<file path="src/sv/psnr_pkg.sv">
// ----------------------------------------------------------------------------
// psnr_pkg
// Types and fixed constants shared by the PSNR metric unit.
// ----------------------------------------------------------------------------
package psnr_pkg;

    // Field widths
    localparam int SAMPLE_W = 18;
    localparam int DIM_W    = 14;
    localparam int ACC_W    = 63;
    localparam int CNT_W    = 27;
    localparam int NPIX_W   = 2 * DIM_W;
    localparam int SQ_W     = 2 * (SAMPLE_W + 1);
    localparam int PSNR_W   = 20;

    localparam logic [ACC_W-1:0] ACC_MAX = {ACC_W{1'b1}};
    localparam logic [CNT_W-1:0] CNT_MAX = {CNT_W{1'b1}};

    // Base-2 logarithm: integer part (6 bits) and Q.24 fraction
    localparam int LOG_FRAC = 24;
    localparam int LOG_INT  = 6;
    localparam int LOG_W    = LOG_INT + LOG_FRAC;
    localparam int LOG_X_W  = 64;
    localparam int MANT_W   = 32;

    // dB scaling: 10*log10(2) in Q.28, product rounded to nearest at Q.8
    localparam int                  NUM_W             = LOG_W + 1;
    localparam int                  DB_W              = 30;
    localparam logic [DB_W-1:0]     DB_PER_OCTAVE_Q28 = 30'd808071242;
    localparam int                  PROD_W            = NUM_W + DB_W;
    localparam int                  SCALE_SHIFT       = LOG_FRAC + 28 - 8;
    localparam int                  Q_W               = PROD_W + 1 - SCALE_SHIFT;

    localparam int QUEUE_DEPTH = 2;

    // Configuration register indexes
    localparam int                CFG_IDX_W        = 2;
    localparam logic [CFG_IDX_W-1:0] CFG_IMAGE_WIDTH  = 2'd0;
    localparam logic [CFG_IDX_W-1:0] CFG_IMAGE_HEIGHT = 2'd1;

    typedef enum logic [1:0] {
        ST_FINITE    = 2'd0,
        ST_IDENTICAL = 2'd1,
        ST_INVALID   = 2'd2
    } t_status;

    // One finished frame handed from the front end to the back end
    typedef struct packed {
        logic [ACC_W-1:0] esum;
        logic [CNT_W-1:0] npix;
        t_status          status;
    } t_frame;

    typedef struct packed {
        logic               start;
        logic [LOG_X_W-1:0] x;
    } t_log_req;

    typedef struct packed {
        logic             done;
        logic [LOG_W-1:0] value;
    } t_log_rsp;

endpackage

</file>
<file path="src/sv/psnr_queue.sv">
// ----------------------------------------------------------------------------
// psnr_queue
// Short queue of finished frames between front end and back end.
// ----------------------------------------------------------------------------
module psnr_queue import psnr_pkg::*; #(
    parameter int DEPTH = 2
) (
    input  logic   i_clk,
    input  logic   i_rst_n,
    input  logic   i_push,
    input  t_frame i_frame,
    output logic   o_ready,
    output logic   o_valid,
    output t_frame o_frame,
    input  logic   i_pop
);

    localparam int AW = (DEPTH > 1) ? $clog2(DEPTH) : 1;

    t_frame          r_mem [DEPTH];
    logic [AW-1:0]   r_wp;
    logic [AW-1:0]   r_rp;
    logic [AW:0]     r_cnt;
    logic            push;
    logic            pop;

    assign o_ready = (r_cnt != (AW+1)'(DEPTH));
    assign o_valid = (r_cnt != '0);
    assign o_frame = r_mem[r_rp];
    assign push    = i_push && o_ready;
    assign pop     = i_pop && o_valid;

    always_ff @(posedge i_clk) begin
        if (push) begin
            r_mem[r_wp] <= i_frame;
        end
    end

    always_ff @(posedge i_clk) begin
        if (!i_rst_n) begin
            r_wp  <= '0;
            r_rp  <= '0;
            r_cnt <= '0;
        end else begin
            if (push) begin
                r_wp <= (r_wp == AW'(DEPTH-1)) ? '0 : r_wp + AW'(1);
            end
            if (pop) begin
                r_rp <= (r_rp == AW'(DEPTH-1)) ? '0 : r_rp + AW'(1);
            end
            if (push && !pop) begin
                r_cnt <= r_cnt + (AW+1)'(1);
            end else if (pop && !push) begin
                r_cnt <= r_cnt - (AW+1)'(1);
            end
        end
    end

endmodule

</file>
<file path="config.mk">
export PLATFORM = sky130hd
export DESIGN_NAME = psnr_queue
export DESIGN_NICKNAME = d
export VERILOG_FILES = /design/src/sv/psnr_pkg.sv /design/src/sv/psnr_queue.sv
export SDC_FILE = /design/constraint.sdc
export NUM_CORES = 1
export LEC_CHECK = 0
export BUFFER_PORTS_ARGS = -buffer_cell sky130_fd_sc_hd__buf_4
export CAP_MARGIN = 20
export CORE_MARGIN = 4
export CORE_UTILIZATION = 42
export DETAILED_ROUTE_END_ITERATION = 10
export PLACE_DENSITY = 0.66
export SLEW_MARGIN = 0
export SYNTH_ARGS = -nofsm -noshare
export SYNTH_HDL_FRONTEND = slang
export SYNTH_SLANG_ARGS = --single-unit
</file>
<file path="constraint.sdc">
create_clock -name i_clk -period 6.17 [get_ports i_clk]
set_input_delay 0.617 -clock i_clk [delete_from_list [all_inputs] [get_ports i_clk]]
set_output_delay 0.617 -clock i_clk [all_outputs]
set_load 0.01 [all_outputs]
</file>
Yosys cells after proc, flatten, opt, wreduce, memory -nomap -nowiden

Memories as Yosys holds them, arrays and structs flattened. A register that Yosys moved wholly into a read port is not among the register bits.
Cells that the tools add are included.

Add/subtract/negate cells: 4
Reductions and logical operators: 8
Equality and inequality tests: 1
Multiplexer cells: 8

Operators with widths:

| cell                  | number |
|---|---|
| $mux W1               | 6 |
| $logic_and A1 B1 Y1   | 4 |
| $mux W2               | 2 |
| $reduce_bool A2 Y1    | 2 |
| $add A1 B1 Y1 const B | 2 |
| $add A2 B1 Y2 const B | 1 |
| $logic_not A1 Y1      | 2 |
| $ne A2 B2 Y1 const B  | 1 |
| $sub A2 B1 Y2 const B | 1 |

Word-level logic and storage cells: 25
RAM bits: 184
Bits of input ports: 96
Bits in registers: 4
Memories: 1
Output and inout bits: 94

Memory list:

| memory | words | bits a word | rd ports | clocked after Yosys merged registers in | wr ports | line             | source |
|---|---|---|---|---|---|---|---|
| r_mem  | 2     | 92          | 1        | 1                                       | 1        | psnr_queue.sv:20 | `t_frame r_mem [DEPTH];` |

Longest topological paths before layout

Depth in word-level cells: 6
Gate-level depth with buffers: 6

Least setup slack after synthesis

OpenSTA, ideal clock, no wires.

Path kind: in2reg
From: input i_push
To: memory r_mem[1][0] (netlist bit), enable pin
Setup time: 461 ps
Stages: 1
Buffers on the path: 0
Arrival time: 2802 ps
Data required time: 5709 ps
Setup slack: 2906 ps
Cells stage by stage: and3_1

Word-level cells in the longest chain between the ends: 3

Ends and longest elaborated chain:

| element                       | line             | source |
|---|---|---|
| start, declared               | psnr_queue.sv:10 | `input logic i_push,` |
| $logic_and A1 B1 Y1           | psnr_queue.sv:30 | `assign push = i_push && o_ready;` |
| $mux W1                       | psnr_queue.sv:34 | `if (push) begin` |
| $mux W1 (not written as such) | psnr_queue.sv:35 | `r_mem[r_wp] <= i_frame;` |
| end, declared                 | psnr_queue.sv:20 |  |

Every way passes these cells.

==> results_dict.tcl <==
set metrics [dict create \
    synth_area_um2 6910 \
    h-tree-depth 4 \
    grt_pass1_vias 3861 \
    maxCapViolCount 0 \
    run_status "finished, final reports clean" \
    tightest_slew_ns 0.717 \
    synth_cell_types 21 \
    r2r_end "r_mem[1][54]$_DFFE_PP_" \
    synth_nets 407 \
    clock_path_buffers 2 \
    syn_avg_cell_area_um2 22.3 \
    critPathMostFrequentCell "buf_4" \
    synthCells 310 \
    use_met2_pct 23.7 \
    die_width_um 136 \
    cts_buffers 17 \
    grt.overflow.total 0 \
    critical_path_required_ns 5.55 \
    cp.arrival_ns 2.42 \
    skew_ns 0.00499 \
    setup_viol 0 \
    worstRegToRegCells 3 \
    drv_slew 0 \
    cts_root_buf "clkbuf_16" \
    yosysWarnings 0 \
    ant_nets 0 \
    drive_gt1_share_pct 61.1 \
    fmax_ghz 0.330 \
    totalWireLength_um 12900 \
    hold_viol 0 \
    slew_headroom_pct 52.2 \
    cp_max_fo 49 \
    layout_commonest_cell "buf_4" \
    gp_congestion 0.714 \
    hold_buffers 0 \
    grt_max_degree 54 \
    diodes 0 \
    routed_via_density 4.74 \
    cts_setup_buffers 0 \
    drc_errors 0 \
    period_share_pct 49.1 \
    ys_seq_elements 189 \
    top_usage_layer "met2" \
    use_met3_pct 5.70 \
    layout.nets 608 \
    yosysTopAreaCellShare_pct 80.0 \
    io_pins 190 \
    clock_latency_ns 0.42 \
    grt_use_met1_pct 15.7 \
    dieArea_um2 18600 \
    die_h_um 136 \
    synth.area.top_cells "edfxtp_1 80%, mux2_2 15%, dfxtp_1 1.4%" \
    fin_tns_setup_ns 0 \
    crit_type "reg -> out" \
    antenna_found_initial 0 \
    cpPeakStageDelay_ns 0.73 \
    row_count 46 \
    ys_seq_area_share_pct 81.4 \
    synth_top_cell_by_area "edfxtp_1" \
    total_power_mw 3.81 \
    cts.sinks 189 \
    dr.first_iter.drc_count 164 \
    power_density_nw_per_um2 415 \
    area_growth_pct 33.1 \
    path_cells "buf_4 -> mux2_2 -> buf_4" \
    mostFrequentLayoutCells "192 x buf_4, 184 x edfxtp_1, 92 x mux2_2" \
    r2r_setup_slack_ns 3.89 \
    vias 3506 \
    finalCriticalPeriod_ns 3.03 \
    crit_path_end "o_frame[38]" \
    worstSetupEndpointType "primary output" \
    rr_startpoint "r_cnt[0]$_SDFFE_PN0P_" \
    grtUsageTotal_pct 14.0 \
    cts_tree "yes" \
    grt_pass1_wl_um 19600 \
    register_area_um2 5630 \
    multi_input_area_um2 1180 \
    critPathSlowestCell "dfxtp_4" \
    cts.clk_slew.worst_paths_ns 0.07 \
    port_buffers 189 \
    ir_drop_mv 0.195 \
    cts_resized 0 \
    rsz0062_at_grt "no" \
    crit_path_start_kind "flop" \
    hold_class "in -> reg" \
    leakagePower_nw 3.40 \
    hpwlAfterDp_um 8590 \
    initial_core_util_pct 43.2 \
    core_area_um2 16000 \
    drtPass1Iterations 4 \
    fillers 1264 \
    routedWlPerCell_um 17.5 \
]
## sequential cells by signal (all words and copies together), names as in the netlist, named ones only
signal / flops
r_rp: 1
r_wp: 1
r_mem: 184
r_cnt: 2
## cell type report
cell class                      instances  share of cell area, %
Timing Repair Buffer                  192                   15.7
Clock buffer                           18                   4.67
Inverter                                1                 0.0681
Multi-Input combinational cell        110                   12.8
Tap cell                              216                   2.94
Clock inverter                         14                   2.57
Sequential cell                       189                   61.2
## layer usage
metal / part of all wire [%] / vias to the layer above / wire length [µm]
met4: 1.9 / 0 / 241
met3: 8.8 / 19 / 1130
met2: 50 / 128 / 6460
met5: 0 / - / 0
met1: 39 / 1727 / 5090
li1: - / 1632 / -
## critical path: cells and delay by family, from the launching register on
kind	cells	cell delay, ns
buffers and inverters	2	0.77
flip-flops	1	0.73
multiplexers	1	0.42
## synth_stat cells
master,n
a21bo_2,1
a21boi_0,1
a21boi_1,1
and2_1,4
and3_1,1
buf_2,1
buf_4,1
buf_6,8
dfxtp_1,5
edfxtp_1,184
ha_1,1
inv_1,1
mux2_2,92
nand2b_4,1
nand3b_1,1
o21ai_0,1
o21ai_1,1
or2_2,1
or3_1,1
xnor2_1,2
xor2_1,1
## worst min path at each step
stage	from	to	depth (start not counted)
after floorplan	r_cnt[1]$_SDFFE_PN0P_	r_cnt[1]$_SDFFE_PN0P_	2
after global placement	r_cnt[1]$_SDFFE_PN0P_	r_cnt[1]$_SDFFE_PN0P_	2
after detailed placement	r_rp$_SDFFE_PN0P_	flop	2
after CTS	i_frame[28]	r_mem[1][28]$_DFFE_PP_	1
after global routing	i_frame[27]	r_mem[0][27]$_DFFE_PP_	1
final	i_frame[82]	r_mem[1][82]$_DFFE_PP_	1
## metrics by stage
stage / hold slack (ns) / instances / setup WS (ns) / util, % / instance area, µm²
floorplan: 0.512 / 310 / 2.91 / - / 6910
global placement: 0.527 / 708 / 3.53 / 53.3 / 8530
detailed placement: 0.569 / 708 / 3.52 / 53.3 / 8530
CTS: 0.358 / 740 / 3.07 / 57.5 / 9190
global route: 0.352 / 740 / 3.02 / 57.5 / 9190
finish: 0.382 / 740 / 3.14 / 57.5 / 9190
## logic make-up (layout without fill, tap and decap cells)
family,count (synthesis),count (layout),share of synthesized area [%]
compound gates,5,5,0.507
xor+xnor,3,3,0.381
fa+ha+maj,1,1,0.181
buf+inv,11,225,1.54
flops,189,189,81.4
mux,92,92,15.0
simple gates,9,9,0.942
## where the power goes
| part | internal, mW | leakage [nW] | switching [mW] |
|---|---|---|---|
| clock network | 0.763 | 0.323 | 0.453 |
| logic | 0.498 | 1.32 | 0.416 |
| registers | 1.60 | 1.76 | 0.0770 |
Note: power is estimated with default switching activity, not from simulation.
