File: src/sv/psnr_pkg.sv
// ----------------------------------------------------------------------------
// psnr_pkg
// Types and fixed constants shared by the PSNR metric unit.
// ----------------------------------------------------------------------------
package psnr_pkg;

    // Field widths
    localparam int SAMPLE_W = 18;
    localparam int DIM_W    = 14;
    localparam int ACC_W    = 63;
    localparam int CNT_W    = 27;
    localparam int NPIX_W   = 2 * DIM_W;
    localparam int SQ_W     = 2 * (SAMPLE_W + 1);
    localparam int PSNR_W   = 20;

    localparam logic [ACC_W-1:0] ACC_MAX = {ACC_W{1'b1}};
    localparam logic [CNT_W-1:0] CNT_MAX = {CNT_W{1'b1}};

    // Base-2 logarithm: integer part (6 bits) and Q.24 fraction
    localparam int LOG_FRAC = 24;
    localparam int LOG_INT  = 6;
    localparam int LOG_W    = LOG_INT + LOG_FRAC;
    localparam int LOG_X_W  = 64;
    localparam int MANT_W   = 32;

    // dB scaling: 10*log10(2) in Q.28, product rounded to nearest at Q.8
    localparam int                  NUM_W             = LOG_W + 1;
    localparam int                  DB_W              = 30;
    localparam logic [DB_W-1:0]     DB_PER_OCTAVE_Q28 = 30'd808071242;
    localparam int                  PROD_W            = NUM_W + DB_W;
    localparam int                  SCALE_SHIFT       = LOG_FRAC + 28 - 8;
    localparam int                  Q_W               = PROD_W + 1 - SCALE_SHIFT;

    localparam int QUEUE_DEPTH = 2;

    // Configuration register indexes
    localparam int                CFG_IDX_W        = 2;
    localparam logic [CFG_IDX_W-1:0] CFG_IMAGE_WIDTH  = 2'd0;
    localparam logic [CFG_IDX_W-1:0] CFG_IMAGE_HEIGHT = 2'd1;

    typedef enum logic [1:0] {
        ST_FINITE    = 2'd0,
        ST_IDENTICAL = 2'd1,
        ST_INVALID   = 2'd2
    } t_status;

    // One finished frame handed from the front end to the back end
    typedef struct packed {
        logic [ACC_W-1:0] esum;
        logic [CNT_W-1:0] npix;
        t_status          status;
    } t_frame;

    typedef struct packed {
        logic               start;
        logic [LOG_X_W-1:0] x;
    } t_log_req;

    typedef struct packed {
        logic             done;
        logic [LOG_W-1:0] value;
    } t_log_rsp;

endpackage

File: src/sv/psnr_log2.sv
// ----------------------------------------------------------------------------
// psnr_log2
// Iterative base-2 logarithm in Q.24: normalize, then one fraction bit per
// squaring step.
// ----------------------------------------------------------------------------
module psnr_log2 import psnr_pkg::*; (
    input  logic     i_clk,
    input  logic     i_rst_n,
    input  t_log_req i_req,
    output t_log_rsp o_rsp
);

    typedef enum logic [1:0] {
        L_IDLE,
        L_NORM,
        L_MUL,
        L_UPD
    } t_state;

    t_state                    r_state;
    logic [LOG_X_W-1:0]        r_x;
    logic [LOG_INT-1:0]        r_p;
    logic [MANT_W-1:0]         r_m;
    logic [2*MANT_W-1:0]       r_prod;
    logic [LOG_FRAC-1:0]       r_frac;
    logic [$clog2(LOG_FRAC)-1:0] r_bit;
    logic                      r_done;
    logic [MANT_W:0]           sq_top;

    assign sq_top      = r_prod[2*MANT_W-1:MANT_W-1];
    assign o_rsp.done  = r_done;
    assign o_rsp.value = {r_p, r_frac};

    always_ff @(posedge i_clk) begin
        if (!i_rst_n) begin
            r_state <= L_IDLE;
            r_done  <= 1'b0;
        end else begin
            case (r_state)
                L_IDLE: begin
                    // drop the done pulse in the cycle after it rose
                    r_done <= 1'b0;
                    if (i_req.start) begin
                        r_x     <= i_req.x;
                        r_p     <= LOG_INT'(LOG_X_W - 1);
                        r_frac  <= '0;
                        r_state <= L_NORM;
                    end
                end
                L_NORM: begin
                    // shift by a byte while the top byte is empty, then bit by bit
                    if (r_x[LOG_X_W-1]) begin
                        r_m     <= r_x[LOG_X_W-1 -: MANT_W];
                        r_bit   <= ($clog2(LOG_FRAC))'(LOG_FRAC - 1);
                        r_state <= L_MUL;
                    end else if (r_x[LOG_X_W-1 -: 8] == '0) begin
                        r_x <= r_x << 8;
                        r_p <= r_p - LOG_INT'(8);
                    end else begin
                        r_x <= r_x << 1;
                        r_p <= r_p - LOG_INT'(1);
                    end
                end
                L_MUL: begin
                    r_prod  <= r_m * r_m;
                    r_state <= L_UPD;
                end
                L_UPD: begin
                    if (sq_top[MANT_W]) begin
                        r_m           <= sq_top[MANT_W:1];
                        r_frac[r_bit] <= 1'b1;
                    end else begin
                        r_m <= sq_top[MANT_W-1:0];
                    end
                    if (r_bit == '0) begin
                        r_done  <= 1'b1;
                        r_state <= L_IDLE;
                    end else begin
                        r_bit   <= r_bit - ($clog2(LOG_FRAC))'(1);
                        r_state <= L_MUL;
                    end
                end
                default: r_state <= L_IDLE;
            endcase
        end
    end

endmodule

File: config.mk
export PLATFORM = sky130hd
export DESIGN_NAME = psnr_log2
export DESIGN_NICKNAME = d
export VERILOG_FILES = /design/src/sv/psnr_pkg.sv /design/src/sv/psnr_log2.sv
export SDC_FILE = /design/constraint.sdc
export NUM_CORES = 2
export LEC_CHECK = 0
export BUFFER_PORTS_ARGS = -buffer_cell sky130_fd_sc_hd__buf_2
export CAP_MARGIN = 30
export CELL_PAD_IN_SITES_DETAIL_PLACEMENT = 0
export CELL_PAD_IN_SITES_GLOBAL_PLACEMENT = 2
export CORE_ASPECT_RATIO = 1.1
export CORE_MARGIN = 2
export CORE_UTILIZATION = 43
export DETAILED_ROUTE_END_ITERATION = 7
export PLACE_DENSITY = 0.94
export RECOVER_POWER = 100
export SLEW_MARGIN = 20
export SYNTH_ARGS = -nofsm -noshare
export SYNTH_HDL_FRONTEND = slang
export SYNTH_SLANG_ARGS = --single-unit
export TNS_END_PERCENT = 100
File: constraint.sdc
create_clock -name i_clk -period 10.5 [get_ports i_clk]
set_input_delay 2.1 -clock i_clk [delete_from_list [all_inputs] [get_ports i_clk]]
set_output_delay 2.1 -clock i_clk [all_outputs]
set_load 0.02 [all_outputs]
# Yosys cells after proc, flatten, opt, wreduce, memory -nomap -nowiden
# Index checks and enable logic that the tools add are counted.
# W data, S select, Z words.
[classes] order_cmp=2 n_reduce_logical=15 n_eq_ne=9 mul=1 mux=25 bitwise=1 n_addsub=3
[op_table] cell="$mux W64" count=3
[op_table] cell="$pmux W64 S2" count=1
[op_table] cell="$mul A32 B32 Y64" count=1
[op_table] cell="$mux W32" count=2
[op_table] cell="$pmux W32 S2" count=1
[op_table] cell="$mux W24" count=2
[op_table] cell="$pmux W24 S2" count=1
[op_table] cell="$or A24 B24 Y24" count=1
[op_table] cell="$mux W6" count=3
[op_table] cell="$ne A2 B2 Y1 const B" count=6
[op_table] cell="$pmux W6 S2" count=1
[op_table] cell="$reduce_and A4 Y1" count=3
[op_table] cell="$mux W5" count=2
[op_table] cell="$pmux W5 S2" count=1
[op_table] cell="$logic_not A8 Y1" count=1
[op_table] cell="$pmux W2 S4" count=1
[op_table] cell="$lt A5 B6 Y1 const B" count=1
[op_table] cell="$mux W2" count=3
[op_table] cell="$reduce_and A2 Y1" count=3
[op_table] cell="$reduce_and A3 Y1" count=2
[op_table] cell="$reduce_bool A2 Y1" count=3
[op_table] cell="$sub A6 B1 Y6 const B" count=1
[op_table] cell="$sub A6 B4 Y6 const B" count=1
[op_table] cell="$demux W1 S5" count=1
[op_table] cell="9 further kinds" count=11
[word_totals] word_cells=65 ff_bits=198

# Logic depth before layout (Yosys ltp)
[depth] word_depth=7 mapped_depth=29 mapped_depth_nobuf=26

# Least setup slack after synthesis
# Ideal clock, no wire load.
[synth_path] kind="input -> register" start="input i_rst_n" end="register r_p[0] (enable)" arrival_time_ps=7282 setup_slack_ps=2617 path_stages=2 n_path_buf=0 path_cell_list="o211a_1 > a21boi_0"
[synth_via] elab_chain_len=1
[synth_lines] element="start: declaration" line="psnr_log2.sv:8" text="input logic i_rst_n,"
[synth_lines] element="$reduce_and A4 Y1 (no line)"
[synth_lines] element="end signal: assignment" line="psnr_log2.sv:45" text="r_p <= LOG_INT'(LOG_X_W - 1);"
[synth_lines] element="end signal: assignment" line="psnr_log2.sv:58" text="r_p <= r_p - LOG_INT'(8);"
[synth_lines] element="end signal: assignment" line="psnr_log2.sv:61" text="r_p <= r_p - LOG_INT'(1);"
[synth_lines] element="end: declaration" line="psnr_log2.sv:22" text="logic [LOG_INT-1:0] r_p;"
# No other way between the ends.
# A chain may end at the register's enable or synchronous reset.

# Worst setup path after layout
[layout_path] start="register r_m[2]" end="register r_prod[61] (data pin)"
[layout_via] elab_chain_len=1
[layout_lines] element="start: declaration" line="psnr_log2.sv:23" text="logic [MANT_W-1:0] r_m;"
[layout_lines] element="start signal: assignment" line="psnr_log2.sv:53" text="r_m <= r_x[LOG_X_W-1 -: MANT_W];"
[layout_lines] element="start signal: assignment" line="psnr_log2.sv:70" text="r_m <= sq_top[MANT_W:1];"
[layout_lines] element="start signal: assignment" line="psnr_log2.sv:73" text="r_m <= sq_top[MANT_W-1:0];"
[layout_lines] element="$mul A32 B32 Y64" line="psnr_log2.sv:65" text="r_prod <= r_m * r_m;"
[layout_lines] element="end signal: assignment" line="psnr_log2.sv:65"
[layout_lines] element="end: declaration" line="psnr_log2.sv:24" text="logic [2*MANT_W-1:0] r_prod;"
# No other way between the ends.

==> impl_results.md <==
* Die Ht at 310 µm
* EDFF count, synth at 164
* Setup violators final at 0
* Hold slack at 0.559 ns
* First-pass GRT wire length at 154 mm
* Layout cells sized above 1 at 0.0456
* Post-CTS sizing at 0
* Top-count cell post-synth: inv_1
* Crit path kind: reg -> reg
* Initial antenna violation count at 5
* FMAX at 108 MHz
* H-tree depth at 4
* Avg Cell Area, Syn at 9.76 µm²
* GR Util All Layers at 0.231
* Grt ovf at 0
* Area grow syn2layout at 6.56%
* Synthesized instance count at 3755
* Die X at 282 µm
* DRC violations left at 0
* Area leader, netlist: fa_1
* Row count at roughly 110
* CTS Hold Bufs at 0
* Slew @ Worst Pin at 3.78 ns
* Starting Density at 0.433
* Min-delay src: r_prod[62]
* Routed WL at a little under 100 mm
* Ys async rst share at 0
* CTS tree: built
* Hold WC Path Type: reg -> reg
* CTS Root Cell: clkbuf_16
* Setup bufs post-CTS at 0
* Syn_nets at 4916
* IO Pins at 98
* Final Hold Viols at 0
* Die ar. at 87600 µm²
* Worst skew pair latency at 0.44 ns
* Drt initial violations at 1342
* Post-DRT Antenna Nets at 0
* RSZ-0062 raised after global routing: false
* Final setup skew at 0.0120 ns
* Relative slew margins at -1.52
* CP arrival at 9.58 ns
* FF-to-FF Start: r_m[2]
* Min Tclk post-route at 9.27 ns
* Clock transition at path regs at 0.07 ns
* Clk sink count at 167
* Core area at ~85000 µm²
* Largest net degree at the start of global routing at 65
* Vias/cell at slightly above 5
* Via count at between 20000 and 25000
* WL/cell at 19.5 µm
* # fillers at 8106
* CTS max path bufs at 2
* PortBufs at 97
* Fin crit share at 0.883
* CP Capture Type: register
* #FFs+latches synth at 167
* Status: complete, but fails checks
* Critical Path Source: r_m[2]
* Largest cells by area after synthesis: fa_1 (43%), edfxtp_1 (13%), ha_1 (10%)
* Max-Cap Viols at 6
* Failing checks: max-capacitance violations, max-slew violations
* GP Congestion at 0.921
* Yosys top cell area share at 0.432
* Layout net count at 4943
* Post-synthesis sequential area ratio at 0.136
* Worst path required time at 10.80 ns
* Dominant synthesized flop cell: edfxtp_1
* Most common library cells after synthesis: inv_1 (996), fa_1 (792), nand2_1 (407), ha_1 (302), and2_1 (230)
* Setup TNS at 0 ns
* Fin. max-slew vios at about 240
* Worst setup SP type: register
* Vias in the first global route at roughly 28000
* Yosys warning count at 0
* CP max FO at 25
* Post-Syn Area at about 37000 µm²
* Total CTS buffers at 17
* Synth unique cells at 68
* HPWL after DPL at 79.7 mm
* Total iterations of the first detailed-routing run at 6
-- per-stage QoR --
| stage | area (µm²) | setup WS (ns) | utilization | instances |
|---|---|---|---|---|
| finish | 39100 | 1.23 | 0.462 | 4936 |
| global route | 39100 | 0.787 | 0.462 | 4935 |
| CTS | 39200 | 1.89 | 0.463 | 4933 |
| detailed placement | 38600 | 1.91 | 0.456 | 4901 |
| global placement | 38400 | 1.86 | 0.454 | 4892 |
| floorplan | 36700 | 2.62 | - | 3755 |
-- sequential cells by signal, indices dropped and copies added (netlist names) --
register and count:
r_state 2, r_x 64, r_m 32, r_bit 5, r_prod 33, r_frac 24, r_done 1, r_p 6
-- path summary, 6_finish.rpt --
kind	slack, ns	cells after the start	endpoint
setup reg to reg	1.23	26	r_prod[61]
setup / recovery	1.23	26	r_prod[61]
hold / removal	0.56	1	r_m[31]
hold reg to reg	0.56	1	r_m[31]
-- cells by family (layout without fill, tap and decap cells) --
kind of cell / after synthesis / count (layout) / share of synthesized area
other: 0 / 1 / 0
buffers and inverters: 1147 / 1187 / 0.118
multiplexers: 84 / 84 / 0.0230
flip-flops: 167 / 167 / 0.136
AND/OR/NAND/NOR: 831 / 831 / 0.108
adder cells (fa/ha/maj): 1094 / 1094 / 0.536
XOR/XNOR: 82 / 82 / 0.0196
AO/OA/AOI/OAI: 350 / 350 / 0.0598
-- routing by layer --
layer | vias to the layer above | share of wire | track usage
met5 | - | 0.00048 | 0
met4 | 8 | 0.030 | 0.0652
met3 | 173 | 0.040 | 0.0218
met2 | 580 | 0.54 | 0.432
met1 | 12800 | 0.39 | 0.281
li1 | 11300 | - | -
-- worst max-delay path: stages (launching register included) --
cell and delay, ns:
edfxtp_1 0.99, buf_4 0.46, nand2_1 0.17, inv_1 0.08, ha_1 0.19, o21bai_1 0.17, fa_1 0.42, inv_1 0.10
fa_1 0.46, fa_1 0.55, inv_1 0.06, fa_1 0.50, inv_1 0.06, fa_1 0.54, inv_1 0.05, fa_1 0.49
fa_1 0.43, ha_1 0.38, and3_1 0.25, and2b_1 0.19, o211ai_1 0.10, nor4_1 0.42, o21ai_0 0.50, o31ai_1 0.67
a41oi_2 0.26, or4b_1 0.54, nand3_1 0.10
-- cell usage in the layout (no fill, tap or decap), drive strengths merged, types with 4 or more instances in the layout --
cell type and n:
buf 116, a31oi 13, and3 20, edfxtp 164
o21ai 120, a21oi 97, and2 230, nor2 88
ha 302, mux2i 82, clkbuf 61, fa 792
a21o 40, a221oi 4, nand3 20, a211oi 4
nor3b 5, xnor2 41, bufinv 4, a31o 13
o211ai 9, nor4 6, nand2 408, inv 1002
nor2b 15, nand2b 6, nor3 7, or2 4
o21bai 18, o31ai 5, xor2 41, nand4 13
-- area by class of cell --
| class | instances | area [µm²] | share of cell area |
|---|---|---|---|
| antenna | 1 | 2.50 | 0.0000641 |
| clock buffer | 18 | 429 | 0.0110 |
| clock inverter | 14 | 215 | 0.00551 |
| inverter | 996 | 3740 | 0.0957 |
| multi-input combinational | 2441 | 27300 | 0.699 |
| sequential | 167 | 4980 | 0.128 |
| tap | 1140 | 1430 | 0.0365 |
| timing repair buffer | 159 | 957 | 0.0245 |
Power is not shown: default switching activity piles up to over one toggle a cycle in this logic, so the estimate is an artifact.
