==> src/sv/psnr_pkg.sv <==
// ----------------------------------------------------------------------------
// psnr_pkg
// Types and fixed constants shared by the PSNR metric unit.
// ----------------------------------------------------------------------------
package psnr_pkg;

    // Field widths
    localparam int SAMPLE_W = 18;
    localparam int DIM_W    = 14;
    localparam int ACC_W    = 63;
    localparam int CNT_W    = 27;
    localparam int NPIX_W   = 2 * DIM_W;
    localparam int SQ_W     = 2 * (SAMPLE_W + 1);
    localparam int PSNR_W   = 20;

    localparam logic [ACC_W-1:0] ACC_MAX = {ACC_W{1'b1}};
    localparam logic [CNT_W-1:0] CNT_MAX = {CNT_W{1'b1}};

    // Base-2 logarithm: integer part (6 bits) and Q.24 fraction
    localparam int LOG_FRAC = 24;
    localparam int LOG_INT  = 6;
    localparam int LOG_W    = LOG_INT + LOG_FRAC;
    localparam int LOG_X_W  = 64;
    localparam int MANT_W   = 32;

    // dB scaling: 10*log10(2) in Q.28, product rounded to nearest at Q.8
    localparam int                  NUM_W             = LOG_W + 1;
    localparam int                  DB_W              = 30;
    localparam logic [DB_W-1:0]     DB_PER_OCTAVE_Q28 = 30'd808071242;
    localparam int                  PROD_W            = NUM_W + DB_W;
    localparam int                  SCALE_SHIFT       = LOG_FRAC + 28 - 8;
    localparam int                  Q_W               = PROD_W + 1 - SCALE_SHIFT;

    localparam int QUEUE_DEPTH = 2;

    // Configuration register indexes
    localparam int                CFG_IDX_W        = 2;
    localparam logic [CFG_IDX_W-1:0] CFG_IMAGE_WIDTH  = 2'd0;
    localparam logic [CFG_IDX_W-1:0] CFG_IMAGE_HEIGHT = 2'd1;

    typedef enum logic [1:0] {
        ST_FINITE    = 2'd0,
        ST_IDENTICAL = 2'd1,
        ST_INVALID   = 2'd2
    } t_status;

    // One finished frame handed from the front end to the back end
    typedef struct packed {
        logic [ACC_W-1:0] esum;
        logic [CNT_W-1:0] npix;
        t_status          status;
    } t_frame;

    typedef struct packed {
        logic               start;
        logic [LOG_X_W-1:0] x;
    } t_log_req;

    typedef struct packed {
        logic             done;
        logic [LOG_W-1:0] value;
    } t_log_rsp;

endpackage

==> src/sv/psnr_front.sv <==
// ----------------------------------------------------------------------------
// psnr_front
// Squares sample differences and accumulates them per frame; classifies a
// frame on its last word and pushes it to the frame queue.
// ----------------------------------------------------------------------------
module psnr_front import psnr_pkg::*; #(
    parameter int MAX_DIMENSION = 8192
) (
    input  logic                i_clk,
    input  logic                i_rst_n,
    input  logic                i_in_valid,
    output logic                o_in_ready,
    input  logic [SAMPLE_W-1:0] i_first_sample,
    input  logic [SAMPLE_W-1:0] i_second_sample,
    input  logic                i_last_pixel,
    input  logic [DIM_W-1:0]    i_image_width,
    input  logic [DIM_W-1:0]    i_image_height,
    output logic                o_push,
    output t_frame              o_frame,
    input  logic                i_q_ready
);

    localparam logic [31:0] MAX_DIM = 32'(MAX_DIMENSION);

    logic              r_s1_vld;
    logic              r_s1_last;
    logic [SQ_W-1:0]   r_sq;
    logic [ACC_W-1:0]  r_acc;
    logic [CNT_W-1:0]  r_cnt;
    logic [NPIX_W-1:0] r_npix;
    logic              r_dims_ok;

    logic signed [SAMPLE_W:0] diff;
    logic [SAMPLE_W:0]        mag;
    logic [SQ_W-1:0]          sq;
    logic [ACC_W:0]           sum;
    logic [ACC_W-1:0]         n_acc;
    logic [CNT_W-1:0]         n_cnt;
    logic                     s1_adv;
    logic                     consume;
    logic                     accept;

    always_comb begin
        diff = $signed({i_first_sample[SAMPLE_W-1], i_first_sample})
             - $signed({i_second_sample[SAMPLE_W-1], i_second_sample});
        mag  = diff[SAMPLE_W] ? (SAMPLE_W+1)'(-diff) : (SAMPLE_W+1)'(diff);
        sq   = SQ_W'(mag) * SQ_W'(mag);
    end

    // A last word may move on only if the queue has room for its frame
    assign s1_adv     = !r_s1_last || i_q_ready;
    assign o_in_ready = !r_s1_vld || s1_adv;
    assign accept     = i_in_valid && o_in_ready;
    assign consume    = r_s1_vld && s1_adv;

    always_comb begin
        sum   = {1'b0, r_acc} + (ACC_W+1)'(r_sq);
        n_acc = sum[ACC_W] ? ACC_MAX : sum[ACC_W-1:0];
        n_cnt = (r_cnt == CNT_MAX) ? r_cnt : r_cnt + CNT_W'(1);

        o_push       = consume && r_s1_last;
        o_frame.esum = n_acc;
        o_frame.npix = r_npix[CNT_W-1:0];
        if (!r_dims_ok || ((NPIX_W)'(n_cnt) != r_npix)) begin
            o_frame.status = ST_INVALID;
        end else if (n_acc == '0) begin
            o_frame.status = ST_IDENTICAL;
        end else begin
            o_frame.status = ST_FINITE;
        end
    end

    // Dimension product and check follow the configuration registers
    always_ff @(posedge i_clk) begin
        r_npix    <= NPIX_W'(i_image_width) * NPIX_W'(i_image_height);
        r_dims_ok <= (i_image_width != '0) && (i_image_height != '0)
                  && (32'(i_image_width) <= MAX_DIM) && (32'(i_image_height) <= MAX_DIM);
        if (accept) begin
            r_sq      <= sq;
            r_s1_last <= i_last_pixel;
        end
    end

    always_ff @(posedge i_clk) begin
        if (!i_rst_n) begin
            r_s1_vld <= 1'b0;
            r_acc    <= '0;
            r_cnt    <= '0;
        end else begin
            if (o_in_ready) begin
                r_s1_vld <= accept;
            end
            if (consume) begin
                if (r_s1_last) begin
                    r_acc <= '0;
                    r_cnt <= '0;
                end else begin
                    r_acc <= n_acc;
                    r_cnt <= n_cnt;
                end
            end
        end
    end

endmodule

==> config.mk <==
export PLATFORM = sky130hd
export DESIGN_NAME = psnr_front
export DESIGN_NICKNAME = d
export VERILOG_FILES = /design/src/sv/psnr_pkg.sv /design/src/sv/psnr_front.sv
export SDC_FILE = /design/constraint.sdc
export NUM_CORES = 2
export LEC_CHECK = 0
export BUFFER_PORTS_ARGS = -buffer_cell sky130_fd_sc_hd__clkbuf_2
export CAP_MARGIN = 20
export CORE_MARGIN = 2
export CORE_UTILIZATION = 35
export CTS_BUF_LIST = sky130_fd_sc_hd__clkbuf_8
export DETAILED_ROUTE_END_ITERATION = 10
export GPL_TIMING_DRIVEN = 0
export HOLD_SLACK_MARGIN = 0.05
export PLACE_DENSITY_LB_ADDON = 0.08
export SYNTH_ARGS = -nofsm -noshare
export SYNTH_HDL_FRONTEND = slang
export SYNTH_SLANG_ARGS = --single-unit
==> constraint.sdc <==
create_clock -name i_clk -period 12.3 [get_ports i_clk]
set_input_delay 1.23 -clock i_clk [delete_from_list [all_inputs] [get_ports i_clk]]
set_output_delay 1.23 -clock i_clk [all_outputs]
set_load 0.02 [all_outputs]
**Yosys cells after proc, flatten, opt, wreduce, memory -nomap -nowiden**

Index checks and enable logic that the tools add are counted.

- Add/sub/neg operators: 4
- Multipliers: 2
- Magnitude comparators: 2
- Eq/ne operators: 2
- Multiplexer cells: 7
- Reduce and logical (&&, ||, !) cells: 15

Operators with widths:

| cell | number |
|---|---|
| $mux 63 | 2 |
| $add 63x38->64 | 1 |
| $logic_not 63->1 | 1 |
| $mux 27 | 2 |
| $mul 19x19->38 | 1 |
| $le 14x14->1 const B | 2 |
| $mul 14x14->28 | 1 |
| $ne 27x28->1 | 1 |
| $reduce_bool 14->1 | 2 |
| $add 27x1->27 const B | 1 |
| $eq 27x27->1 const B | 1 |
| $mux 19 | 1 |
| $neg 19->19 | 1 |
| $sub 18x18->19 | 1 |
| $logic_and 1x1->1 | 6 |
| $logic_not 1->1 | 3 |
| $logic_or 1x1->1 | 3 |
| $mux 2 | 1 |
| $mux 1 | 1 |

- Register bits after elaboration: 159
- Output and inout port bits: 94
- Word-level logic and storage cells: 39

**Depth between registers and ports, before layout**

- Depth in word-level cells: 5
- Mapped depth: 40

**Worst setup path after synthesis**

OpenSTA, ideal clock, no wires.

- Path type: input to register
- From: input i_first_sample[0]
- To: register r_sq[37], data pin
- Library setup time: 0.259 ns
- Data arrival time: 9.934 ns
- Required time: 12.041 ns
- Path slack: 2.107 ns
- Cell stages on the path: 36
- Path through: inv_1 -> ha_1 -> fa_1 -> nor2b_1 -> o2111ai_1 -> a21bo_2 -> a211oi_1 -> nor2_1 -> a21boi_1 -> clkbuf_1 -> nor2_1 -> xnor2_1 -> inv_2 -> nor2_1 -> inv_1 -> fa_1 -> inv_1 -> fa_1 -> fa_1 -> fa_1 -> fa_1 -> inv_1 -> fa_1 -> inv_1 -> ha_1 -> a21o_1 -> a21o_1 -> a21oi_1 -> a21oi_1 -> a2bb2oi_1 -> a31oi_1 -> o21ai_1 -> and4_1 -> a2111oi_0 -> a21oi_1 -> xnor2_1

- Longest elaborated chain between the ends: 4

RTL lines:

| what | line | text |
|---|---|---|
| from (decl) | psnr_front.sv:13 | `input logic [SAMPLE_W-1:0] i_first_sample,` |
| $sub 18x18->19 (*) | psnr_front.sv:45 | `- $signed({i_second_sample[SAMPLE_W-1], i_second_sample});` |
| $neg 19->19 | psnr_front.sv:46 | `mag = diff[SAMPLE_W] ? (SAMPLE_W+1)'(-diff) : (SAMPLE_W+1)'(diff);` |
| $mux 19 (*) | psnr_front.sv:46 |  |
| $mul 19x19->38 (*) | psnr_front.sv:47 | `sq = SQ_W'(mag) * SQ_W'(mag);` |
| via sq[37] | psnr_front.sv:35 | `logic [SQ_W-1:0] sq;` |
| to (signal assigned) | psnr_front.sv:79 | `r_sq <= sq;` |
| to (decl) | psnr_front.sv:27 | `logic [SQ_W-1:0] r_sq;` |

Mark *: on every way through the listed nets, which the timed path passes. The rest lies on a longest branch.
A chain may end at the register's enable or synchronous reset.

**Worst setup path after layout**

Same ends and word-level chain as after synthesis.

==> run metrics <==
placed cells between 4000 and 5000; #FFs+latches synth 158; final wirelength 86200 um; DRT antenna net count 0; status finished, final reports clean; grt total ovfl 0; Mapped Area 28100 um2; CTS sink cnt 158; area grow syn2layout 9.38%; most frequent cells in the layout inv_1, fa_1, nand2_1; worst hold stages 2; sequential share of the synthesized area 0.126; I/O pins approximately 160; max_slew headroom 0.250; Post-CTS Setup Inserts 0; Die W 287 um; GRT Overall Usage 0.211; Final GP Congestion 0.929; Core ar. 79300 um2; drt pass-1 iters 8; non-filler cells, final 4567; min cycle time layout 11360 ps; Via density about 5; Largest stage delay, worst path 650 ps; CTS root buffer clkbuf_8; post-layout util 0.388; Worst R2R Setup Slack 7620 ps; DP HPWL 71600 um; setup slack after layout 938 ps; CTS tree done; Port-buffer cells ~160; # setup viols final 0; initial antenna violation count 1; Final period util 0.924; Clock Tree Buf Depth 2; reg2reg end r_acc[34]; Max Slew Vio Count 0; Critical Path Fanout Max 10; CTS clock-pin slew for the worst setup and hold paths approximately 100 ps; num rows 103; vias in the first global route 23000; commonest non-fill, non-tap cell in the layout inv_1; DRC errors left 0; die area 82500 um2; cell mode on critical path fa_1; crit path capture r_sq[37]; total CTS buffers 17; largest net degree at the start of global routing 38; Post-CTS Resized 0; clk_lat worst skew approximately 530 ps; CP Class in2reg; Least-Margin Pin Slew between 1000 and 1500 ps; Unique masters post-synth 91; Top FF cell, synth dfxtp_1; H-tree depth 4; yosys warns 0; Initial Util 0.354; worst reg2reg path startpoint r_sq[2]; Min-Delay Path Class reg2reg; Worst path slowest cell clkinv_1; Avg Cell Area, Syn between 8 and 9 um2; fraction of layout cells with a size suffix above 1 0.0805; Final Hold Fails 0; Worst Setup SP i_first_sample[0]; Final nets approximately 4200; Syn Inst Count 3306; die height about 290 um; drt initial violations 1424; first-pass GRT wire length 135000 um; Startpoint Class input port; Worst EP arrival 11630 ps; RSZ-0062 raised after global routing false; Worst EP required 12570 ps; Post-synth EDFFs 38; # hold bufs at CTS 0; DR WL/cell between 15 and 20 um; Max Clk Rate 88.0 MHz; DR vias between 20000 and 25000; R2R depth 12; pre-CTS setup slack -285 ps; crit end category flop; WHS 490 ps; Async S/R FF share, synth 0; max cap viols 0; clk_skew 29.5 ps
==> state kept, by name (all words and copies together) (netlist names) <==
register / cells
r_sq: 37
r_cnt: 27
r_dims_ok: 1
r_acc: 63
r_npix: 28
r_s1_last: 1
r_s1_vld: 1
==> stage by stage <==
step | setup TNS [ps] | area, um2
after floorplan | 0 | 28100
after global placement | -461 | 30200
after detailed placement | -392 | 30300
after CTS | 0 | 30700
after global routing | 0 | 30700
final | 0 | 30700
==> worst min path at each step <==
stage	startpoint	endpoint	slack, ps
5_1_grt	r_acc[36]	r_acc[36]	510
3_3_place_gp	r_acc[36]	r_acc[36]	480
6_report	r_acc[36]	r_acc[36]	490
3_5_place_dp	r_acc[36]	r_acc[36]	470
4_1_cts	r_acc[36]	r_acc[36]	500
2_1_floorplan	r_acc[36]	r_acc[36]	440
==> synthesized netlist by cell type (7+ instances only) <==
library cell	count	share of area
inv_1	538	0.072
fa_1	390	0.28
nand2_1	333	0.045
ha_1	271	0.12
nor2_1	193	0.026
a21oi_1	134	0.024
xnor2_1	127	0.040
and2_1	126	0.028
clkbuf_1	123	0.016
dfxtp_1	120	0.086
nor2b_1	86	0.019
o21ai_0	78	0.014
a22oi_1	61	0.016
xor2_1	57	0.018
nand3_1	56	0.010
nor3_1	43	0.0077
a21o_1	42	0.011
edfxtp_1	38	0.041
nand4_1	38	0.0085
and3_1	28	0.0062
a211oi_1	27	0.0072
buf_4	27	0.0072
nand2b_1	27	0.0060
o21bai_1	25	0.0067
o21a_1	22	0.0059
a31oi_1	18	0.0040
or3_1	16	0.0036
and4_1	15	0.0047
buf_2	14	0.0025
nor4_1	14	0.0031
or2_2	14	0.0031
a21boi_0	13	0.0035
mux2i_1	13	0.0046
o31ai_1	12	0.0032
inv_2	9	0.0012
o22ai_1	9	0.0020
a2111oi_0	8	0.0025
a211o_1	8	0.0025
o211ai_1	8	0.0021
o21ai_1	8	0.0014
nor3b_1	7	0.0019
or4_1	7	0.0019
==> area by class of cell <==
class | count | area [um2]
timing repair buffer | 166 | 860
buffer | 170 | 757
tap | 1050 | 1310
antenna | 2 | 5.00
fill | 8372 | 48500
sequential | 158 | 3540
clock inverter | 15 | 160
multi-input combinational | 2438 | 21800
inverter | 551 | 2070
clock buffer | 17 | 234
==> worst max-delay path, delay by kind of cell <==
| kind | cells | cell delay, ps |
|---|---|---|
| fa+ha+maj | 9 | 4010 |
| xor+xnor | 2 | 750 |
| buf+inv | 6 | 1330 |
| simple gates | 4 | 810 |
| compound gates | 13 | 3450 |
==> per-layer routing <==
metal | GRT usage | part of all wire | up-vias
met2 | 0.334 | 0.45 | 501
met3 | 0.0169 | 0.038 | 77
met5 | 0 | 0 | -
met4 | 0.0509 | 0.021 | 0
li1 | - | - | 11100
met1 | 0.310 | 0.50 | 11100
==> cell families (layout without fill, tap and decap cells) <==
| logic type | after synthesis | after routing | synth area share |
|---|---|---|---|
| xor+xnor | 186 | 186 | 0.0585 |
| other cells | 2 | 15 | 0.000267 |
| flops | 158 | 158 | 0.126 |
| mux | 20 | 20 | 0.00744 |
| buf+inv | 721 | 919 | 0.101 |
| fa+ha+maj | 661 | 661 | 0.399 |
| compound gates | 527 | 527 | 0.124 |
| simple gates | 1031 | 1031 | 0.184 |
Power is left out: the tool's default activity adds up to more than one toggle a clock period on the data nets, which glitch-free logic cannot reach.
