==> src/sv/psnr_pkg.sv <==
// ----------------------------------------------------------------------------
// psnr_pkg
// Types and fixed constants shared by the PSNR metric unit.
// ----------------------------------------------------------------------------
package psnr_pkg;

    // Field widths
    localparam int SAMPLE_W = 18;
    localparam int DIM_W    = 14;
    localparam int ACC_W    = 63;
    localparam int CNT_W    = 27;
    localparam int NPIX_W   = 2 * DIM_W;
    localparam int SQ_W     = 2 * (SAMPLE_W + 1);
    localparam int PSNR_W   = 20;

    localparam logic [ACC_W-1:0] ACC_MAX = {ACC_W{1'b1}};
    localparam logic [CNT_W-1:0] CNT_MAX = {CNT_W{1'b1}};

    // Base-2 logarithm: integer part (6 bits) and Q.24 fraction
    localparam int LOG_FRAC = 24;
    localparam int LOG_INT  = 6;
    localparam int LOG_W    = LOG_INT + LOG_FRAC;
    localparam int LOG_X_W  = 64;
    localparam int MANT_W   = 32;

    // dB scaling: 10*log10(2) in Q.28, product rounded to nearest at Q.8
    localparam int                  NUM_W             = LOG_W + 1;
    localparam int                  DB_W              = 30;
    localparam logic [DB_W-1:0]     DB_PER_OCTAVE_Q28 = 30'd808071242;
    localparam int                  PROD_W            = NUM_W + DB_W;
    localparam int                  SCALE_SHIFT       = LOG_FRAC + 28 - 8;
    localparam int                  Q_W               = PROD_W + 1 - SCALE_SHIFT;

    localparam int QUEUE_DEPTH = 2;

    // Configuration register indexes
    localparam int                CFG_IDX_W        = 2;
    localparam logic [CFG_IDX_W-1:0] CFG_IMAGE_WIDTH  = 2'd0;
    localparam logic [CFG_IDX_W-1:0] CFG_IMAGE_HEIGHT = 2'd1;

    typedef enum logic [1:0] {
        ST_FINITE    = 2'd0,
        ST_IDENTICAL = 2'd1,
        ST_INVALID   = 2'd2
    } t_status;

    // One finished frame handed from the front end to the back end
    typedef struct packed {
        logic [ACC_W-1:0] esum;
        logic [CNT_W-1:0] npix;
        t_status          status;
    } t_frame;

    typedef struct packed {
        logic               start;
        logic [LOG_X_W-1:0] x;
    } t_log_req;

    typedef struct packed {
        logic             done;
        logic [LOG_W-1:0] value;
    } t_log_rsp;

endpackage

==> src/sv/psnr_back.sv <==
// ----------------------------------------------------------------------------
// psnr_back
// Takes frames from the queue, runs both logarithms for finite frames, scales
// to dB and holds the result word until the consumer takes it.
// ----------------------------------------------------------------------------
module psnr_back import psnr_pkg::*; #(
    parameter int SAMPLE_FRACTION_BITS = 14
) (
    input  logic              i_clk,
    input  logic              i_rst_n,
    input  logic              i_q_valid,
    input  t_frame            i_frame,
    output logic              o_q_pop,
    output t_log_req          o_log_req,
    input  t_log_rsp          i_log_rsp,
    output logic              o_out_valid,
    input  logic              i_out_ready,
    output logic [PSNR_W-1:0] o_psnr_db,
    output logic [ACC_W-1:0]  o_error_sum,
    output logic [1:0]        o_status
);

    localparam logic [NUM_W-1:0] NUM_OFFSET =
        NUM_W'(longint'(2 * SAMPLE_FRACTION_BITS) << LOG_FRAC);
    localparam logic [PROD_W:0] ROUND_HALF = (PROD_W+1)'(1) << (SCALE_SHIFT - 1);

    typedef enum logic [2:0] {
        B_IDLE,
        B_LOGN,
        B_WAITN,
        B_LOGE,
        B_WAITE,
        B_MUL,
        B_ROUND,
        B_EMIT
    } t_state;

    t_state              r_state;
    logic [ACC_W-1:0]    r_esum;
    logic [CNT_W-1:0]    r_npix;
    t_status             r_status;
    logic [NUM_W-1:0]    r_num;
    logic [NUM_W-1:0]    r_diff;
    logic                r_neg;
    logic [PROD_W-1:0]   r_prod;
    logic [PSNR_W-1:0]   r_psnr;
    logic                r_out_vld;
    logic [PSNR_W-1:0]   r_out_psnr;
    logic [ACC_W-1:0]    r_out_esum;
    t_status             r_out_status;

    logic [NUM_W-1:0]    den;
    logic [PROD_W:0]     rnd;
    logic [Q_W-1:0]      q;

    always_comb begin
        o_q_pop         = (r_state == B_IDLE) && i_q_valid;
        o_log_req.start = (r_state == B_LOGN) || (r_state == B_LOGE);
        o_log_req.x     = (r_state == B_LOGE) ? LOG_X_W'(r_esum) : LOG_X_W'(r_npix);
        den             = NUM_W'(i_log_rsp.value);
        rnd             = (PROD_W+1)'(r_prod) + ROUND_HALF;
        q               = rnd[PROD_W:SCALE_SHIFT];
    end

    assign o_out_valid = r_out_vld;
    assign o_psnr_db   = r_out_psnr;
    assign o_error_sum = r_out_esum;
    assign o_status    = r_out_status;

    always_ff @(posedge i_clk) begin
        if (!i_rst_n) begin
            r_state   <= B_IDLE;
            r_out_vld <= 1'b0;
        end else begin
            // a taken word is dropped here unless the emit state reloads it
            if (i_out_ready && (r_state != B_EMIT)) begin
                r_out_vld <= 1'b0;
            end
            case (r_state)
                B_IDLE: begin
                    if (i_q_valid) begin
                        r_esum   <= i_frame.esum;
                        r_npix   <= i_frame.npix;
                        r_status <= i_frame.status;
                        r_psnr   <= '0;
                        r_state  <= (i_frame.status == ST_FINITE) ? B_LOGN : B_EMIT;
                    end
                end
                B_LOGN:  r_state <= B_WAITN;
                B_WAITN: begin
                    if (i_log_rsp.done) begin
                        r_num   <= NUM_W'(i_log_rsp.value) + NUM_OFFSET;
                        r_state <= B_LOGE;
                    end
                end
                B_LOGE:  r_state <= B_WAITE;
                B_WAITE: begin
                    if (i_log_rsp.done) begin
                        r_neg   <= den > r_num;
                        r_diff  <= (den > r_num) ? den - r_num : r_num - den;
                        r_state <= B_MUL;
                    end
                end
                B_MUL: begin
                    r_prod  <= PROD_W'(r_diff) * PROD_W'(DB_PER_OCTAVE_Q28);
                    r_state <= B_ROUND;
                end
                B_ROUND: begin
                    // magnitude stays far below the Q11.8 limit for these widths
                    r_psnr  <= r_neg ? PSNR_W'(-PSNR_W'(q)) : PSNR_W'(q);
                    r_state <= B_EMIT;
                end
                B_EMIT: begin
                    if (!r_out_vld || i_out_ready) begin
                        r_out_vld    <= 1'b1;
                        r_out_psnr   <= r_psnr;
                        r_out_esum   <= r_esum;
                        r_out_status <= r_status;
                        r_state      <= B_IDLE;
                    end
                end
                default: r_state <= B_IDLE;
            endcase
        end
    end

endmodule

==> config.mk <==
export PLATFORM = sky130hd
export DESIGN_NAME = psnr_back
export DESIGN_NICKNAME = d
export VERILOG_FILES = /design/src/sv/psnr_pkg.sv /design/src/sv/psnr_back.sv
export SDC_FILE = /design/constraint.sdc
export NUM_CORES = 1
export LEC_CHECK = 0
export BUFFER_PORTS_ARGS = -buffer_cell sky130_fd_sc_hd__buf_4
export CORE_ASPECT_RATIO = 1.1
export CORE_MARGIN = 4
export CORE_UTILIZATION = 37
export CTS_BUF_LIST = sky130_fd_sc_hd__clkbuf_16
export CTS_CLUSTER_SIZE = 28
export DETAILED_ROUTE_END_ITERATION = 10
export HOLD_SLACK_MARGIN = 0.06
export PLACE_DENSITY = 0.62
export SLEW_MARGIN = 20
export SYNTH_ARGS = -nofsm -noshare
export SYNTH_HDL_FRONTEND = slang
export SYNTH_SLANG_ARGS = --single-unit
==> constraint.sdc <==
create_clock -name i_clk -period 16 [get_ports i_clk]
set_input_delay 1.6 -clock i_clk [delete_from_list [all_inputs] [get_ports i_clk]]
set_output_delay 1.6 -clock i_clk [all_outputs]
set_load 0.02 [all_outputs]
[Word level (Yosys, flattened, before mapping)]
Index checks and enable logic that the tools add are counted.
Operators by class
  add/sub/neg operators: 5
  $mul: 1
  div/mod/pow operators: 0
  $lt $le $gt $ge: 1
  equal/unequal tests: 12
  shifts and indexed selects: 0
  multiplexer cells: 14
  bitwise gates (word level): 0
  reductions and logical operators: 15
Operator list (number)
  $mux W63: 1
  $add A61 B44 Y62 const B: 1
  $mul A31 B29 Y60 const B: 1
  $mux W20: 2
  $pmux W20 S2: 1
  $add A30 B29 Y31 const B: 1
  $gt A30 B31 Y1: 1
  $mux W31: 1
  $sub A30 B31 Y31: 1
  $sub A31 B30 Y31: 1
  $pmux W3 S8: 1
  $neg A18 Y20: 1
  $mux W3: 5
  $reduce_and A3 Y1: 5
  $eq A3 B3 Y1 const B: 4
  $ne A2 B2 Y1 const B: 4
  $eq A3 B2 Y1 const B: 2
  $reduce_and A4 Y1: 1
  $eq A3 B1 Y1 const B: 1
  $logic_not A3 Y1: 1
  $mux W1: 3
  $ne A3 B3 Y1 const B: 1
  $logic_and A1 B1 Y1: 2
  $logic_not A2 Y1: 1
  4 further kinds: 5
Word-level totals
  register bits: 324
  latch bits: 0
  memory bits (writable): 0
  ROM bits: 0
  input port bits: 127
  output and inout bits: 152
  logic and storage cells: 61
  memories kept: 0

[Longest topological paths before layout]
  depth in word-level cells: 5
  mapped depth: 24
  mapped depth without buffers: 24

[Worst setup path before layout]
OpenSTA, ideal clock, no wires.
  kind: input port to flip-flop
  from: input port i_rst_n
  to: register r_out_esum[0] (netlist: o_error_sum[0]), enable pin
  setup time: 0.633 ns
  arrival time: 7.514 ns
  data required time: 15.367 ns
  slack: 7.854 ns
  stages on the path: 2
  path buffers: 0
  path through: nand2_1 -> nor3_1
Between the ends
  cells in the longest elaborated chain, start to end: 1
RTL lines
  start: declaration: RTL line psnr_back.sv:10  | input logic i_rst_n,
  $reduce_and A3 Y1 (no line)
  end signal: assignment: RTL line psnr_back.sv:117  | r_out_esum <= r_esum;
  end: declaration: RTL line psnr_back.sv:49  | logic [ACC_W-1:0] r_out_esum;
Every way passes these cells.
A chain may end at the register's enable or synchronous reset.

[Worst setup path in the final report]
  from: register r_diff[3]
  to: register r_prod[60] (data pin)
Between the ends
  cells in the longest elaborated chain, start to end: 1
RTL lines
  start: declaration: RTL line psnr_back.sv:43  | logic [NUM_W-1:0] r_diff;
  start signal: assignment: RTL line psnr_back.sv:100  | r_diff <= (den > r_num) ? den - r_num : r_num - den;
  $mul A31 B29 Y60: RTL line psnr_back.sv:105  | r_prod <= PROD_W'(r_diff) * PROD_W'(DB_PER_OCTAVE_Q28);
  end signal: assignment: RTL line psnr_back.sv:105
  end: declaration: RTL line psnr_back.sv:45  | logic [PROD_W-1:0] r_prod;
Every way passes these cells.

==> metrics.csv <==
stage;metric;value;unit
synth;sequential-to-total area share from yosys stat;34.2;%
final_layout;layout net count;3171;
hold_path;HP Class;flip-flop to flip-flop;
drt;Vias;16600;
synth;Synth Net Count;2904;
placement;Placement Setup Slack;8720;ps
synth;Post-Syn Area;24700;µm²
pwr;P_leak;13.5;nW
synth;mux contribution to synthesized area;2.15;%
synth;post-synthesis simple-gate area fraction;7.94;%
setup_path;CP arrival;7730;ps
synth;syn_area_per_cell;11.3;µm²
timing;Achievable Freq;135;MHz
synth;Post-Synth Adder-Cell Area;35.7;%
placement;GP Congestion;0.902;
drt;final WL;60800;µm
cts;clock-pin slew on the worst setup and hold paths;50;ps
final_layout;n_diodes;0;
cts;worst skew pair latency;560;ps
setup_path;Crit Path Category;flip-flop to flip-flop;
synth;combinational family with the most area after synthesis;adder cells;
setup_path;WP data required;16340;ps
placement;number of I/O port buffers;277;
floorplanning;core area;66100;µm²
timing;Fin Setup TNS;0;ps
timing;worst hold slack;415;ps
floorplanning;Initial Utilization;37.3;%
drt;Antenna Nets Post-Route;0;
final_layout;Layout area overhead;16.2;%
cts;Post-CTS Resized;0;
synth;Synth Area in Compound Gates;9.69;%
pwr;Max IR drop VDD;110;µV
timing;RSZ-0062 raised after global routing;no;
synth;Synth Area in XOR/XNOR;2.80;%
timing;# setup viols final;0;
timing;Max transition margin;43.2;%
floorplanning;Vert. Die Dim;279;µm
timing;final worst setup slack;8610;ps
floorplanning;Ports;279;
cts;Post-CTS Setup Inserts;0;
drt;DR WL/cell;18.2;µm
flow_run;max_cap viols;0;
synth;Synth Warn #;0;
cts;H-tree Lvls;2;
floorplanning;Die X;254;µm
global_route;largest net degree at the start of global routing;65;
cts;CTS max path bufs;3;
global_route;vias in the first global route;17400;
cts;CTS tree;done;
synth;Mapped Cells;2187;
global_route;gr usage total;16.8;%
cts;hold_buf cts;0;
setup_path;Critical Path End Type;flip-flop;
timing;Tmin final;7390;ps
drt;# DRC;0;
timing;final slew viol count;0;
cts;clk root buf;clkbuf_16;
setup_path;crit start category;flip-flop;
timing;final hold vios;0;
timing;Slew @ Worst Pin;851;ps
floorplanning;num rows;99;
cts;CTS Buf Count;34;
placement;dpl hpwl;50400;µm
pwr;power per cell area;127;nW/µm²
final_layout;layout cells sized above 1;16.2;%
synth;asr flop ratio synth;0;%
synth;Yosys cell types;89;
global_route;grt total ovfl;0;
synth;Post-synth EDFFs;278;
global_route;initial antenna violation count;0;
setup_path;CP Max Fanout;7;
synth;Synth Flop Type;edfxtp_1;
synth;Yosys reg bits;282;
drt;routed vias/inst;4.98;
global_route;first-pass GRT wire length;94800;µm
cts;# clock sinks;282;
floorplanning;die area;70900;µm²
timing;crit share post-route;46.2;%
run_status;status;finished clean;
drt;DRT iter0 DRCs;785;
timing;Final Skew;30.4;ps
drt;DR pass1 iterations;5;
-- kinds of logic (layout without fill, tap and decap cells) --
logic type      Yosys count  after routing
mux                      49             49
buf+inv                 458            750
flops                   282            282
simple gates            368            368
compound gates          360            360
fa+ha+maj               590            590
other cells               1              1
xor+xnor                 79             79
-- cells in the mapped netlist, types with 5 or more instances --
cell      count  area, µm²
xnor2_1      52        455
mux2i_1      18        180
o21ai_0      49        245
ha_1        400       5000
a21oi_1     109        546
o21bai_1      8       60.1
and3_1       21        131
nand3_1      29        145
clkbuf_1     18       67.6
and2_1       47        294
a21o_1       70        526
nor4_1        5       31.3
buf_2         8       40.0
nand2b_1     18        113
a31oi_1      18        113
inv_1       404       1520
nor2b_1      17        106
a31o_2        5       43.8
o21ai_1       6       30.0
o211ai_1     13       97.6
fa_1        190       3800
edfxtp_1    278       8350
o21a_1        9       67.6
buf_4        13       97.6
nor3_1       27        135
buf_6         7       78.8
mux2_2       30        338
xor2_1       27        236
nand2_1      69        259
nor3b_1       5       37.5
nor2_1       74        278
a221oi_1      5       43.8
a211oi_1      6       45.0
nand4_1      22        138
-- final cells by class --
cell class / count / area (µm²)
Fill cell: 6218 / 37500
Multi-Input combinational cell: 1447 / 14400
Sequential cell: 282 / 8430
Timing Repair Buffer: 284 / 2130
Inverter: 405 / 1520
Tap cell: 858 / 1070
Clock buffer: 34 / 851
Clock inverter: 27 / 263
-- final timing paths --
kind	startpoint	to	slack, ps	depth (start not counted)
worst min register to register	r_psnr[8]$_SDFFCE_PN0P_	o_psnr_db[8]$_DFFE_PP_	410	0
worst max-delay path	r_diff[3]$_DFFE_PP_	r_prod[60]$_DFFE_PP_	8610	22
worst min-delay path	r_psnr[8]$_SDFFCE_PN0P_	o_psnr_db[8]$_DFFE_PP_	410	0
worst max register to register	r_diff[3]$_DFFE_PP_	r_prod[60]$_DFFE_PP_	8610	22
-- sequential cells by signal (all words and copies together), names as in the netlist --
register     cells
o_error_sum     63
r_esum          63
r_diff          31
r_num           31
r_npix          27
o_psnr_db       20
r_psnr          20
r_prod          18
r_state          3
o_status         2
r_status         2
o_out_valid      1
r_neg            1
-- stage by stage --
stage / util (%) / power (W) / cell area (µm²) / cells
after floorplan: - / 0.00233 / 24700 / 2187
after global placement: 41.7 / 0.00283 / 27600 / 3276
after detailed placement: 41.7 / 0.00285 / 27600 / 3276
after CTS: 43.4 / 0.00367 / 28700 / 3337
after global routing: 43.4 / 0.00397 / 28700 / 3337
final: 43.4 / 0.00365 / 28700 / 3337
-- worst max-delay path, stage by stage, from the launching register on --
cell,delay (ps)
edfxtp_1,520
ha_1,330
ha_1,320
inv_1,70
fa_1,500
inv_1,80
fa_1,530
fa_1,520
fa_1,530
fa_1,540
inv_1,50
fa_1,490
inv_1,50
ha_1,350
and3_1,210
a221o_1,310
a21oi_1,150
nor2_1,60
o211a_1,240
nor4_1,530
o21ai_1,260
mux2i_1,170
nor4b_1,370
-- where the power goes --
part	total, W	leakage (nW)	internal [W]	switching [W]
clock	0.000777	0.571	0.000468	0.000309
combinational	0.00198	10.4	0.000820	0.00116
sequential	0.000896	2.56	0.000872	0.0000242
total	0.00365	13.5	0.00216	0.00149
-- cell usage in the layout, fill, tap and decap left out, types with 7 or more instances in the layout --
| master | n |
|---|---|
| a31oi_1 | 18 |
| a21oi_1 | 109 |
| nand3_1 | 29 |
| edfxtp_1 | 278 |
| nand4_1 | 22 |
| mux2i_1 | 18 |
| o21bai_1 | 8 |
| buf_4 | 284 |
| nand2b_1 | 18 |
| xor2_1 | 27 |
| and3_1 | 21 |
| inv_1 | 412 |
| o211ai_1 | 13 |
| ha_1 | 400 |
| nor2b_1 | 17 |
| nor2_1 | 73 |
| o21ai_0 | 49 |
| nor3_1 | 26 |
| nand2_1 | 69 |
| fa_1 | 190 |
| a21o_1 | 70 |
| clkinv_1 | 7 |
| o21a_1 | 9 |
| clkbuf_16 | 34 |
| and2_1 | 46 |
| xnor2_1 | 52 |
| mux2_2 | 30 |
-- per-layer routing --
metal	track usage (%)	part of all wire, %	vias to the layer above
li1	-	-	8084
met4	5.22	3.0	0
met2	30.0	49	488
met5	0	0	-
met1	20.4	41	7957
met3	3.44	6.4	101
No activity file was read; power rests on OpenSTA's default activity.
